$ cat config.mk
export PLATFORM = sky130hd
export DESIGN_NAME = keyed_sensor_table_with_aging_top_flat
export DESIGN_NICKNAME = d
export VERILOG_FILES = /design/src/hdl/ksta_pkg.sv /design/src/hdl/ksta_item_if.sv /design/src/hdl/ksta_result_if.sv /design/src/hdl/ksta_dpath.sv /design/src/hdl/ksta_ctrl.sv /design/src/hdl/keyed_sensor_table_with_aging_top.sv /design/src/flat_wrapper.sv
export SDC_FILE = /design/constraint.sdc
export NUM_CORES = 2
export LEC_CHECK = 0
export ABC_CLOCK_PERIOD_IN_PS = 9700
export BUFFER_PORTS_ARGS = -buffer_cell sky130_fd_sc_hd__buf_2
export CAP_MARGIN = 5
export CORE_MARGIN = 2
export CORE_UTILIZATION = 50
export CTS_CLUSTER_SIZE = 16
export DETAILED_ROUTE_END_ITERATION = 10
export PLACE_DENSITY = 0.72
export SETUP_SLACK_MARGIN = 0.02
export SYNTH_ARGS = -nofsm -noshare
export SYNTH_HDL_FRONTEND = slang
export SYNTH_SLANG_ARGS = --single-unit
$ cat constraint.sdc
create_clock -name clk -period 9.7 [get_ports clk]
set_input_delay 1.94 -clock clk [delete_from_list [all_inputs] [get_ports clk]]
set_output_delay 1.94 -clock clk [all_outputs]
set_load 0.02 [all_outputs]
$ cat src/hdl/ksta_pkg.sv
// Package for the keyed sensor table: field widths, item structs, result codes
// and the command/status structs between the controller and the datapath.
// No dependencies.
package ksta_pkg;

	// Default table depth
	localparam int unsigned MAX_ENTRIES_DEF = 16;

	// Field widths
	localparam int unsigned KEY_W  = 64;
	localparam int unsigned RD_W   = 16;
	localparam int unsigned TM_W   = 32;
	localparam int unsigned LIVE_W = 5;
	localparam int unsigned IVL_W  = 16;
	localparam int unsigned MUL_W  = 8;
	localparam int unsigned TMO_W  = IVL_W + MUL_W;

	// Configuration port
	localparam int unsigned APB_AW = 3;
	localparam int unsigned APB_DW = 32;
	localparam logic        REG_INTERVAL = 1'b0;
	localparam logic        REG_MULT     = 1'b1;
	localparam logic [IVL_W-1:0] INTERVAL_RST = 16'd10;
	localparam logic [MUL_W-1:0] MULT_RST     = 8'd3;

	// Input commands
	localparam logic CMD_REPORT = 1'b0;
	localparam logic CMD_SWEEP  = 1'b1;

	// Result kinds
	localparam logic [1:0] KIND_ACK     = 2'd0;
	localparam logic [1:0] KIND_KEPT    = 2'd1;
	localparam logic [1:0] KIND_REMOVED = 2'd2;
	localparam logic [1:0] KIND_DONE    = 2'd3;

	// Ack status codes
	localparam logic [1:0] ST_UPDATED  = 2'd0;
	localparam logic [1:0] ST_INSERTED = 2'd1;
	localparam logic [1:0] ST_FULL     = 2'd2;

	typedef struct packed {
		logic                   command;
		logic [KEY_W-1:0]       sensor_key;
		logic signed [RD_W-1:0] reading;
		logic [TM_W-1:0]        read_time;
		logic [TM_W-1:0]        now_time;
	} in_item_t;

	typedef struct packed {
		logic [1:0]             kind;
		logic [1:0]             status;
		logic [KEY_W-1:0]       entry_key;
		logic signed [RD_W-1:0] entry_reading;
		logic [TM_W-1:0]        entry_time;
		logic [LIVE_W-1:0]      live_count;
		logic                   last;
	} out_item_t;

	// One stored record
	typedef struct packed {
		logic [KEY_W-1:0]       key;
		logic signed [RD_W-1:0] reading;
		logic [TM_W-1:0]        stamp;
	} rec_t;

	// Controller to datapath
	typedef struct packed {
		logic       in_load;
		logic       rd_en;
		logic       wr_en;
		logic       wr_from_in;
		logic       out_load;
		logic [1:0] out_kind;
		logic [1:0] out_status;
		logic       out_last;
	} dp_cmd_t;

	// Datapath to controller
	typedef struct packed {
		logic key_hit;
		logic age_ok;
		logic out_free;
	} dp_stat_t;

endpackage

$ cat src/hdl/ksta_item_if.sv
// Input channel of the keyed sensor table: valid/ready plus one input item.
// Depends on ksta_pkg.
interface ksta_item_if
	import ksta_pkg::*;
();
	logic     valid;
	logic     ready;
	in_item_t data;

	modport source (output valid, output data, input ready);
	modport sink (input valid, input data, output ready);
endinterface

$ cat src/hdl/ksta_result_if.sv
// Result channel of the keyed sensor table: valid/ready plus one result item.
// Depends on ksta_pkg.
interface ksta_result_if
	import ksta_pkg::*;
();
	logic      valid;
	logic      ready;
	out_item_t data;

	modport source (output valid, output data, input ready);
	modport sink (input valid, input data, output ready);
endinterface

$ cat src/hdl/ksta_dpath.sv
// Datapath of the keyed sensor table: input latch, record memory with
// registered read, key match, age check and the result output register.
// Depends on ksta_pkg and ksta_result_if.
module ksta_dpath
	import ksta_pkg::*;
#(
	parameter int unsigned MAX_ENTRIES = MAX_ENTRIES_DEF,
	localparam int unsigned AW = (MAX_ENTRIES > 1) ? $clog2(MAX_ENTRIES) : 1
) (
	input  logic              clk,
	input  logic              arst_n,
	input  dp_cmd_t           cmd,
	input  logic [AW-1:0]     rd_addr,
	input  logic [AW-1:0]     wr_addr,
	input  logic [LIVE_W-1:0] live,
	input  logic [IVL_W-1:0]  interval,
	input  logic [MUL_W-1:0]  mult,
	input  in_item_t          item_data,
	output dp_stat_t          stat,
	ksta_result_if.source     result
);

	in_item_t          in_q;
	rec_t              mem_q [MAX_ENTRIES];
	rec_t              rdata_q;
	rec_t              wdata;
	logic [TMO_W-1:0]  timeout_q;
	logic [TM_W-1:0]   age;
	logic              ovalid_q;
	out_item_t         opay_q;
	out_item_t         onext;

	// Input latch
	always_ff @(posedge clk) begin
		if (cmd.in_load) begin
			in_q <= item_data;
		end
	end

	// Expiry timeout, product of the two settings
	always_ff @(posedge clk) begin
		timeout_q <= interval * mult;
	end

	// Record memory: one write and one registered read per cycle
	assign wdata = cmd.wr_from_in ? rec_t'{key: in_q.sensor_key, reading: in_q.reading,
		stamp: in_q.read_time} : rdata_q;

	always_ff @(posedge clk) begin
		if (cmd.wr_en) begin
			mem_q[wr_addr] <= wdata;
		end
		if (cmd.rd_en) begin
			rdata_q <= mem_q[rd_addr];
		end
	end

	// Match and age checks on the read record
	assign age = in_q.now_time - rdata_q.stamp;
	assign stat = dp_stat_t'{
		key_hit:  (rdata_q.key == in_q.sensor_key),
		age_ok:   (age <= TM_W'(timeout_q)),
		out_free: (!ovalid_q || result.ready)
	};

	// Result item assembly
	always_comb begin
		onext = '0;
		onext.kind       = cmd.out_kind;
		onext.status     = cmd.out_status;
		onext.live_count = live;
		onext.last       = cmd.out_last;
		case (cmd.out_kind)
			KIND_ACK: begin
				onext.entry_key = in_q.sensor_key;
			end
			KIND_KEPT, KIND_REMOVED: begin
				onext.entry_key     = rdata_q.key;
				onext.entry_reading = rdata_q.reading;
				onext.entry_time    = rdata_q.stamp;
			end
			default: begin
				onext.entry_key = '0;
			end
		endcase
	end

	// Output register
	always_ff @(posedge clk or negedge arst_n) begin
		if (!arst_n) begin
			ovalid_q <= 1'b0;
		end else if (cmd.out_load) begin
			ovalid_q <= 1'b1;
		end else if (result.ready) begin
			ovalid_q <= 1'b0;
		end
	end

	always_ff @(posedge clk) begin
		if (cmd.out_load) begin
			opay_q <= onext;
		end
	end

	assign result.valid = ovalid_q;
	assign result.data  = opay_q;

endmodule

$ cat src/hdl/ksta_ctrl.sv
// Controller of the keyed sensor table: sequences the key scan, the age pass
// and the listing/compaction pass, and owns the entry count and keep flags.
// Depends on ksta_pkg.
module ksta_ctrl
	import ksta_pkg::*;
#(
	parameter int unsigned MAX_ENTRIES = MAX_ENTRIES_DEF,
	localparam int unsigned AW = (MAX_ENTRIES > 1) ? $clog2(MAX_ENTRIES) : 1,
	localparam int unsigned CW = $clog2(MAX_ENTRIES + 1),
	localparam int unsigned IW = $clog2(MAX_ENTRIES + 2)
) (
	input  logic              clk,
	input  logic              arst_n,
	input  logic              item_valid,
	input  logic              item_cmd,
	output logic              item_ready,
	input  dp_stat_t          stat,
	output dp_cmd_t           cmd,
	output logic [AW-1:0]     rd_addr,
	output logic [AW-1:0]     wr_addr,
	output logic [LIVE_W-1:0] live
);

	typedef enum logic [6:0] {
		S_IDLE  = 7'b0000001,
		S_SCAN  = 7'b0000010,
		S_RFIN  = 7'b0000100,
		S_AGE   = 7'b0001000,
		S_EMRD  = 7'b0010000,
		S_EMOUT = 7'b0100000,
		S_SFIN  = 7'b1000000
	} state_t;

	state_t                 state_q, state_d;
	logic [IW-1:0]          idx_q;
	logic [IW-1:0]          idx_inc;
	logic                   rvld_q;
	logic [AW-1:0]          ridx_q;
	logic [CW-1:0]          count_q;
	logic [CW-1:0]          count_inc;
	logic [CW-1:0]          kept_q;
	logic [CW-1:0]          wptr_q;
	logic                   hit_q;
	logic [AW-1:0]          hidx_q;
	logic [MAX_ENTRIES-1:0] keep_q;
	logic                   idx_lt;
	logic                   scan_end;
	logic                   full;
	logic                   cur_keep;
	logic                   last_entry;

	assign idx_inc    = idx_q + 1'b1;
	assign count_inc  = count_q + 1'b1;
	assign idx_lt     = idx_q < IW'(count_q);
	assign scan_end   = !rvld_q && !idx_lt;
	assign full       = (count_q == CW'(MAX_ENTRIES));
	assign cur_keep   = keep_q[idx_q[AW-1:0]];
	assign last_entry = !(idx_inc < IW'(count_q));

	// Commands and next state
	always_comb begin
		state_d    = state_q;
		cmd        = '0;
		item_ready = 1'b0;
		rd_addr    = idx_q[AW-1:0];
		wr_addr    = '0;
		live       = LIVE_W'(count_q);
		case (state_q)
			S_IDLE: begin
				item_ready = 1'b1;
				if (item_valid) begin
					cmd.in_load = 1'b1;
					state_d = (item_cmd == CMD_SWEEP) ? S_AGE : S_SCAN;
				end
			end
			S_SCAN: begin
				cmd.rd_en = idx_lt;
				if (rvld_q && stat.key_hit) begin
					state_d = S_RFIN;
				end else if (scan_end) begin
					state_d = S_RFIN;
				end
			end
			S_RFIN: begin
				cmd.out_kind   = KIND_ACK;
				cmd.out_last   = 1'b1;
				cmd.wr_from_in = 1'b1;
				if (hit_q) begin
					cmd.out_status = ST_UPDATED;
					wr_addr        = hidx_q;
				end else if (full) begin
					cmd.out_status = ST_FULL;
				end else begin
					cmd.out_status = ST_INSERTED;
					wr_addr        = count_q[AW-1:0];
					live           = LIVE_W'(count_inc);
				end
				if (stat.out_free) begin
					cmd.out_load = 1'b1;
					cmd.wr_en    = (cmd.out_status != ST_FULL);
					state_d      = S_IDLE;
				end
			end
			S_AGE: begin
				cmd.rd_en = idx_lt;
				if (scan_end) begin
					state_d = (count_q == '0) ? S_SFIN : S_EMRD;
				end
			end
			S_EMRD: begin
				cmd.rd_en = 1'b1;
				state_d   = S_EMOUT;
			end
			S_EMOUT: begin
				cmd.out_kind = cur_keep ? KIND_KEPT : KIND_REMOVED;
				live         = LIVE_W'(kept_q);
				wr_addr      = wptr_q[AW-1:0];
				if (stat.out_free) begin
					cmd.out_load = 1'b1;
					cmd.wr_en    = cur_keep;
					state_d      = last_entry ? S_SFIN : S_EMRD;
				end
			end
			S_SFIN: begin
				cmd.out_kind = KIND_DONE;
				cmd.out_last = 1'b1;
				live         = LIVE_W'(kept_q);
				if (stat.out_free) begin
					cmd.out_load = 1'b1;
					state_d      = S_IDLE;
				end
			end
			default: begin
				state_d = S_IDLE;
			end
		endcase
	end

	// Counters, flags and state
	always_ff @(posedge clk or negedge arst_n) begin
		if (!arst_n) begin
			state_q <= S_IDLE;
			idx_q   <= '0;
			rvld_q  <= 1'b0;
			ridx_q  <= '0;
			count_q <= '0;
			kept_q  <= '0;
			wptr_q  <= '0;
			hit_q   <= 1'b0;
			hidx_q  <= '0;
			keep_q  <= '0;
		end else begin
			state_q <= state_d;
			// read pipeline tag for the scan passes
			rvld_q  <= (state_q == S_SCAN || state_q == S_AGE) && idx_lt;
			ridx_q  <= idx_q[AW-1:0];
			case (state_q)
				S_IDLE: begin
					idx_q  <= '0;
					kept_q <= '0;
					wptr_q <= '0;
					hit_q  <= 1'b0;
				end
				S_SCAN: begin
					idx_q <= idx_inc;
					if (rvld_q && stat.key_hit) begin
						hit_q  <= 1'b1;
						hidx_q <= ridx_q;
					end
				end
				S_RFIN: begin
					if (stat.out_free && !hit_q && !full) begin
						count_q <= count_inc;
					end
				end
				S_AGE: begin
					if (scan_end) begin
						idx_q <= '0;
					end else begin
						idx_q <= idx_inc;
					end
					if (rvld_q) begin
						keep_q[ridx_q] <= stat.age_ok;
						if (stat.age_ok) begin
							kept_q <= kept_q + 1'b1;
						end
					end
				end
				S_EMOUT: begin
					if (stat.out_free) begin
						idx_q <= idx_inc;
						if (cur_keep) begin
							wptr_q <= wptr_q + 1'b1;
						end
					end
				end
				S_SFIN: begin
					if (stat.out_free) begin
						count_q <= kept_q;
					end
				end
				default: begin
				end
			endcase
		end
	end

endmodule

$ cat src/hdl/keyed_sensor_table_with_aging_top.sv
// Keyed sensor table with aging. Upper-level wiring of controller and
// datapath, plus the configuration registers and their APB-style port.
// Depends on ksta_pkg, ksta_item_if, ksta_result_if, ksta_ctrl, ksta_dpath.
//
// Usage: input items arrive on "item", results leave on "result"; both are
// valid/ready channels and a transfer happens when valid and ready are high.
// A report (command 0) looks up its key, updates or appends a record (neither
// when the table is full) and gives one ack. A sweep (command 1) gives one
// kept/removed item per stored record in table order, then a done item;
// expired records are squeezed out. Timing: one item at a time. A report
// scans the keys, one record a cycle through the registered memory read, then
// loads the ack; a hit ends the scan early. A sweep runs the age pass, then
// reads and lists each record while compacting, then loads the done item.
// The next item is taken once the last result is loaded into the output
// register, even while that result waits.
// Reset empties the table; interval and multiplier return to 10 and 3.
// A stalled receiver holds the output register and the sequencer waits.
// Settings are written at byte 0 (interval) and 4 (multiplier); writing them
// only while idle is up to the user, as the block leaves it unchecked.
module keyed_sensor_table_with_aging_top
	import ksta_pkg::*;
#(
	parameter int unsigned MAX_ENTRIES = MAX_ENTRIES_DEF
) (
	input  logic              clk,
	input  logic              arst_n,
	ksta_item_if.sink         item,
	ksta_result_if.source     result,
	input  logic              psel,
	input  logic              penable,
	input  logic              pwrite,
	input  logic [APB_AW-1:0] paddr,
	input  logic [APB_DW-1:0] pwdata,
	output logic [APB_DW-1:0] prdata,
	output logic              pready
);

	localparam int unsigned AW = (MAX_ENTRIES > 1) ? $clog2(MAX_ENTRIES) : 1;

	logic [IVL_W-1:0]  interval_q;
	logic [MUL_W-1:0]  mult_q;
	logic              reg_sel;
	logic              cfg_wr;
	dp_cmd_t           cmd;
	dp_stat_t          stat;
	logic [AW-1:0]     rd_addr;
	logic [AW-1:0]     wr_addr;
	logic [LIVE_W-1:0] live;

	// Configuration registers
	assign pready  = 1'b1;
	assign reg_sel = paddr[2];
	assign cfg_wr  = psel && penable && pwrite && pready;

	always_ff @(posedge clk or negedge arst_n) begin
		if (!arst_n) begin
			interval_q <= INTERVAL_RST;
			mult_q     <= MULT_RST;
		end else if (cfg_wr) begin
			case (reg_sel)
				REG_INTERVAL: interval_q <= pwdata[IVL_W-1:0];
				REG_MULT:     mult_q     <= pwdata[MUL_W-1:0];
				default: begin
				end
			endcase
		end
	end

	always_comb begin
		case (reg_sel)
			REG_INTERVAL: prdata = APB_DW'(interval_q);
			REG_MULT:     prdata = APB_DW'(mult_q);
			default:      prdata = '0;
		endcase
	end

	ksta_ctrl #(
		.MAX_ENTRIES (MAX_ENTRIES)
	) u_ctrl (
		.clk        (clk),
		.arst_n     (arst_n),
		.item_valid (item.valid),
		.item_cmd   (item.data.command),
		.item_ready (item.ready),
		.stat       (stat),
		.cmd        (cmd),
		.rd_addr    (rd_addr),
		.wr_addr    (wr_addr),
		.live       (live)
	);

	ksta_dpath #(
		.MAX_ENTRIES (MAX_ENTRIES)
	) u_dpath (
		.clk       (clk),
		.arst_n    (arst_n),
		.cmd       (cmd),
		.rd_addr   (rd_addr),
		.wr_addr   (wr_addr),
		.live      (live),
		.interval  (interval_q),
		.mult      (mult_q),
		.item_data (item.data),
		.stat      (stat),
		.result    (result)
	);

endmodule
$ cat src/flat_wrapper.sv
// flat-port wrapper written by rule: the top's interface ports become plain ports
module keyed_sensor_table_with_aging_top_flat import ksta_pkg::*;
#(
	parameter int unsigned MAX_ENTRIES = MAX_ENTRIES_DEF
)
  (clk, arst_n, psel, penable, pwrite, paddr, pwdata, prdata, pready, item_valid, item_data, item_ready, result_valid, result_data, result_ready);
  ksta_item_if item_i ();
  ksta_result_if result_i ();
  input  logic clk;
  input  logic arst_n;
  input  logic psel;
  input  logic penable;
  input  logic pwrite;
  input  logic [APB_AW-1:0] paddr;
  input  logic [APB_DW-1:0] pwdata;
  output logic [APB_DW-1:0] prdata;
  output logic pready;
  input wire logic [$bits(item_i.valid)-1:0] item_valid;
  input wire logic [$bits(item_i.data)-1:0] item_data;
  output wire logic [$bits(item_i.ready)-1:0] item_ready;
  output wire logic [$bits(result_i.valid)-1:0] result_valid;
  output wire logic [$bits(result_i.data)-1:0] result_data;
  input wire logic [$bits(result_i.ready)-1:0] result_ready;
  assign item_i.valid = item_valid;
  assign item_i.data = item_data;
  assign item_ready = item_i.ready;
  assign result_valid = result_i.valid;
  assign result_data = result_i.data;
  assign result_i.ready = result_ready;
  keyed_sensor_table_with_aging_top #(.MAX_ENTRIES(MAX_ENTRIES)) u_core (.clk(clk), .arst_n(arst_n), .item(item_i), .result(result_i), .psel(psel), .penable(penable), .pwrite(pwrite), .paddr(paddr), .pwdata(pwdata), .prdata(prdata), .pready(pready));
endmodule
==> results.ini <==
[synthesis]
synth_ff_type = edfxtp_1
synth-async-reset-ratio_pct = 3.39
seq_area_frac_synth_pct = 72.1
yosysTopAreaCellShare_pct = 69.5
synth.cell_area_um2 = 93800
synth-seq-cells = 2271
synth_area_leaders = edfxtp_1 (69%), mux4_2 (5.4%), mux2i_1 (3.7%)
synth_cells = 5592
yosysUniqueCellTypes = 79
synth_edf_count = 2170
syn-mean-instance-area_um2 = 16.8
yosys.area.top_type = edfxtp_1
ys_warn_count = 0

[critical_path]
crit_fanout = 16
arrival_ps = 6910
startpoint = u_core.u_dpath.rdata_q[0]$_DFFE_PP_
reg2regPathDepth = 19
reg2reg_slack_ps = 3530
endpoint_kind = flip-flop
crit_end = u_core.u_ctrl.keep_q[14]$_DFFE_PN0P_
r2r-end = u_core.u_ctrl.keep_q[14]$_DFFE_PN0P_
critPathRequiredTime_ps = 10450
critical_path_class = flip-flop to flip-flop
startpoint_type = flip-flop
r2r_start = u_core.u_dpath.rdata_q[0]$_DFFE_PP_

[clocking]
clkSinkCount = 2271
cts_tree = done
cts_setup_buffers = 0
clkTransAtPathRegs_ps = 60
cts.repair.resized = 0
numCtsBuffers = 222
htree_levels = 4
clock_latency_ps = 880
clock_path_buffers = 3
cts_hold_buf = 0
clockRootBuffer = clkbuf_16

[power_and_ir_drop]
irDropWorstVdd_v = 0.000256
switchingPower_w = 0.00860
power_density_nw_per_um2 = 272
swShare_pct = 29.8
p_seq_share_pct = 43.8
p_clk_share_pct = 30.9
combPwrFrac_pct = 25.3
power.internal_w = 0.0203
p_leak_nw = 35.8

[global_routing]
grt_first_pass_wirelength_um = 347000
grt_usage_pct = 24.6
grt_max_degree = 139
antenna_found_initial = 6
grt_pass1_vias = 53200
grt_overflow = 0

[placed_design]
io_buffers = 308
place.gp.congestion = 0.838
placedCellCount = 8208
place_ws_ps = 3550
dp_hpwl_um = 123000
placed_area_um2 = 98500

[layout]
seqCellArea_um2 = 67600
fill_cells = 13900
fin_cells = 8625
synthToLayoutAreaGrowth_pct = 13.2
num-nets-final = 6339
fin_area_um2 = 106000
drive_gt1_share_pct = 19.1
multiInputGateArea_um2 = 24600

[timing]
skew_ps = 58.0
final_max_slew_viol_count = 0
period_minus_slack_ps = 6170
fin_tns_setup_ps = 0
hold_viol_final = 0
post-route-period-util_pct = 63.6
fmax_mhz = 162
rsz0062_at_grt = false
slew_headroom_pct = 17.6
tightestPinTransition_ps = 1240
setup_viol = 0
worst_slack_ps = 3530

[die]
io_pins = 344
die_w_um = 437
core.rowCount = 158
start_util_pct = 50.5
die_y_um = 437
core_um2 = 186000
die_area_um2 = 191000

[routing]
drtIter0Drc = 5759
drt-pass1-iter-count = 6
wl_per_cell_um = 27.5
vias = 52300
postRouteAntennaNets = 0
viasPerCell = 6.07
drt_wl_total_um = 237000
drcViolationCount = 0

[run]
cap_violations = 0

[worst_hold_path]
hold_class = flip-flop to flip-flop

[run_status]
outcome = complete, no violations

worst min-delay path by stage:
stage	endpoint	cells past startpoint	from	slack, ps
after floorplan	u_core.u_ctrl.ridx_q[0]$_DFF_PN0_	0	u_core.u_ctrl.idx_q[0]$_DFFE_PN0P_	380
after global placement	u_core.u_ctrl.keep_q[15]$_DFFE_PN0P_	2	u_core.u_ctrl.keep_q[15]$_DFFE_PN0P_	490
after detailed placement	u_core.u_ctrl.keep_q[10]$_DFFE_PN0P_	2	u_core.u_ctrl.keep_q[10]$_DFFE_PN0P_	500
after CTS	u_core.u_ctrl.keep_q[10]$_DFFE_PN0P_	2	u_core.u_ctrl.keep_q[10]$_DFFE_PN0P_	510
after global routing	u_core.u_ctrl.keep_q[14]$_DFFE_PN0P_	2	u_core.u_ctrl.keep_q[14]$_DFFE_PN0P_	540
final	u_core.u_ctrl.keep_q[10]$_DFFE_PN0P_	2	u_core.u_ctrl.keep_q[10]$_DFFE_PN0P_	510
layer usage:
layer  vias up  track usage, %  share of wire, %
li1      22500               -                 -
met1     26900            31.6                38
met3       452            3.90               7.4
met5         -               0             0.017
met4         6            9.24               3.8
met2      2446            42.2                51
cells in the mapped netlist (all sizes together) (66+ instances only):
| master | n |
|---|---|
| buf | 66 |
| mux2i | 344 |
| a221oi | 117 |
| a22oi | 181 |
| inv | 175 |
| dfrtp | 72 |
| mux2 | 151 |
| ha | 115 |
| mux4 | 226 |
| fa | 85 |
| nand2 | 461 |
| and2 | 141 |
| edfxtp | 2170 |
| a21oi | 168 |
| o21ai | 342 |
| clkbuf | 224 |
| nor2 | 131 |
worst max-delay path, cell delays in order, from the launching register on:
cell       delay (ps)
edfxtp_1          510
ha_1              270
fa_1              410
nor2b_1           170
o31a_1            250
o2111a_1          330
o2111ai_1         260
a211oi_1          450
nor3_1            110
xnor2_1           140
ha_1              300
nand4_1           120
or2_2             320
nor2_1            100
nand2_1            90
a2111oi_0         500
nand4b_1          230
a2111oi_4         860
nand2_4           270
o31ai_1           330
power groups by stage:
| stage | clock [W] | combinational [W] | sequential, W |
|---|---|---|---|
| 6_report | 0.00894 | 0.00731 | 0.0126 |
| 3_3_place_gp | 0 | 0.00710 | 0.0128 |
| 5_1_grt | 0.00942 | 0.00812 | 0.0127 |
| 3_5_place_dp | 0 | 0.00724 | 0.0128 |
| 2_1_floorplan | 0 | 0.00531 | 0.0127 |
| 4_1_cts | 0.00905 | 0.00733 | 0.0126 |
layout make-up:
class | instances | share of cell area [%]
Clock inverter | 146 | 1.72
Clock buffer | 267 | 5.45
Timing Repair Buffer | 411 | 2.40
Inverter | 175 | 0.624
Tap cell | 2480 | 2.92
Antenna cell | 4 | 0.00943
Sequential cell | 2271 | 63.7
Multi-Input combinational cell | 2871 | 23.2
cells in the final DEF, fill, tap and decap left out, drive strengths merged, types with 115 or more instances in the layout:
| cell type | netlist | final |
|---|---|---|
| mux2i | 344 | 344 |
| nand2 | 461 | 461 |
| o21ai | 342 | 342 |
| inv | 175 | 186 |
| edfxtp | 2170 | 2170 |
| mux4 | 226 | 226 |
| a21oi | 168 | 168 |
| nor2 | 131 | 131 |
| ha | 115 | 115 |
| buf | 66 | 411 |
| mux2 | 151 | 151 |
| a221oi | 117 | 117 |
| a22oi | 181 | 181 |
| clkbuf | 224 | 267 |
| and2 | 141 | 141 |
flip-flops by register name, summed over array words and instances (netlist names), 5 cells and up:
name and flops:
u_core.u_dpath.mem_q 1792, u_core.u_dpath.in_q 144, u_core.u_dpath.result.data 122, u_core.u_dpath.rdata_q 112
u_core.u_dpath.timeout_q 24, u_core.interval_q 16, u_core.u_ctrl.keep_q 16, u_core.mult_q 8
u_core.u_ctrl.state_q 7, u_core.u_ctrl.count_q 5, u_core.u_ctrl.idx_q 5, u_core.u_ctrl.kept_q 5
cells by family after synthesis:
kind of cell    count (synthesis)  synth area share (%)
fa+ha+maj                     200                  3.35
compound gates                942                  6.42
simple gates                  902                  4.48
mux                           721                  10.9
buf+inv                       465                  1.94
other cells                     2               0.00801
flops                        2271                  72.1
xor+xnor                       89                 0.831
stage by stage:
step / hold slack [ps] / util [%] / power [W]
2_1_floorplan: 378 / - / 0.0180
3_3_place_gp: 487 / 53.0 / 0.0199
3_5_place_dp: 496 / 53.0 / 0.0201
4_1_cts: 508 / 57.1 / 0.0290
5_1_grt: 541 / 57.1 / 0.0302
6_report: 505 / 57.1 / 0.0289
Note: power is estimated with default switching activity, not from simulation.
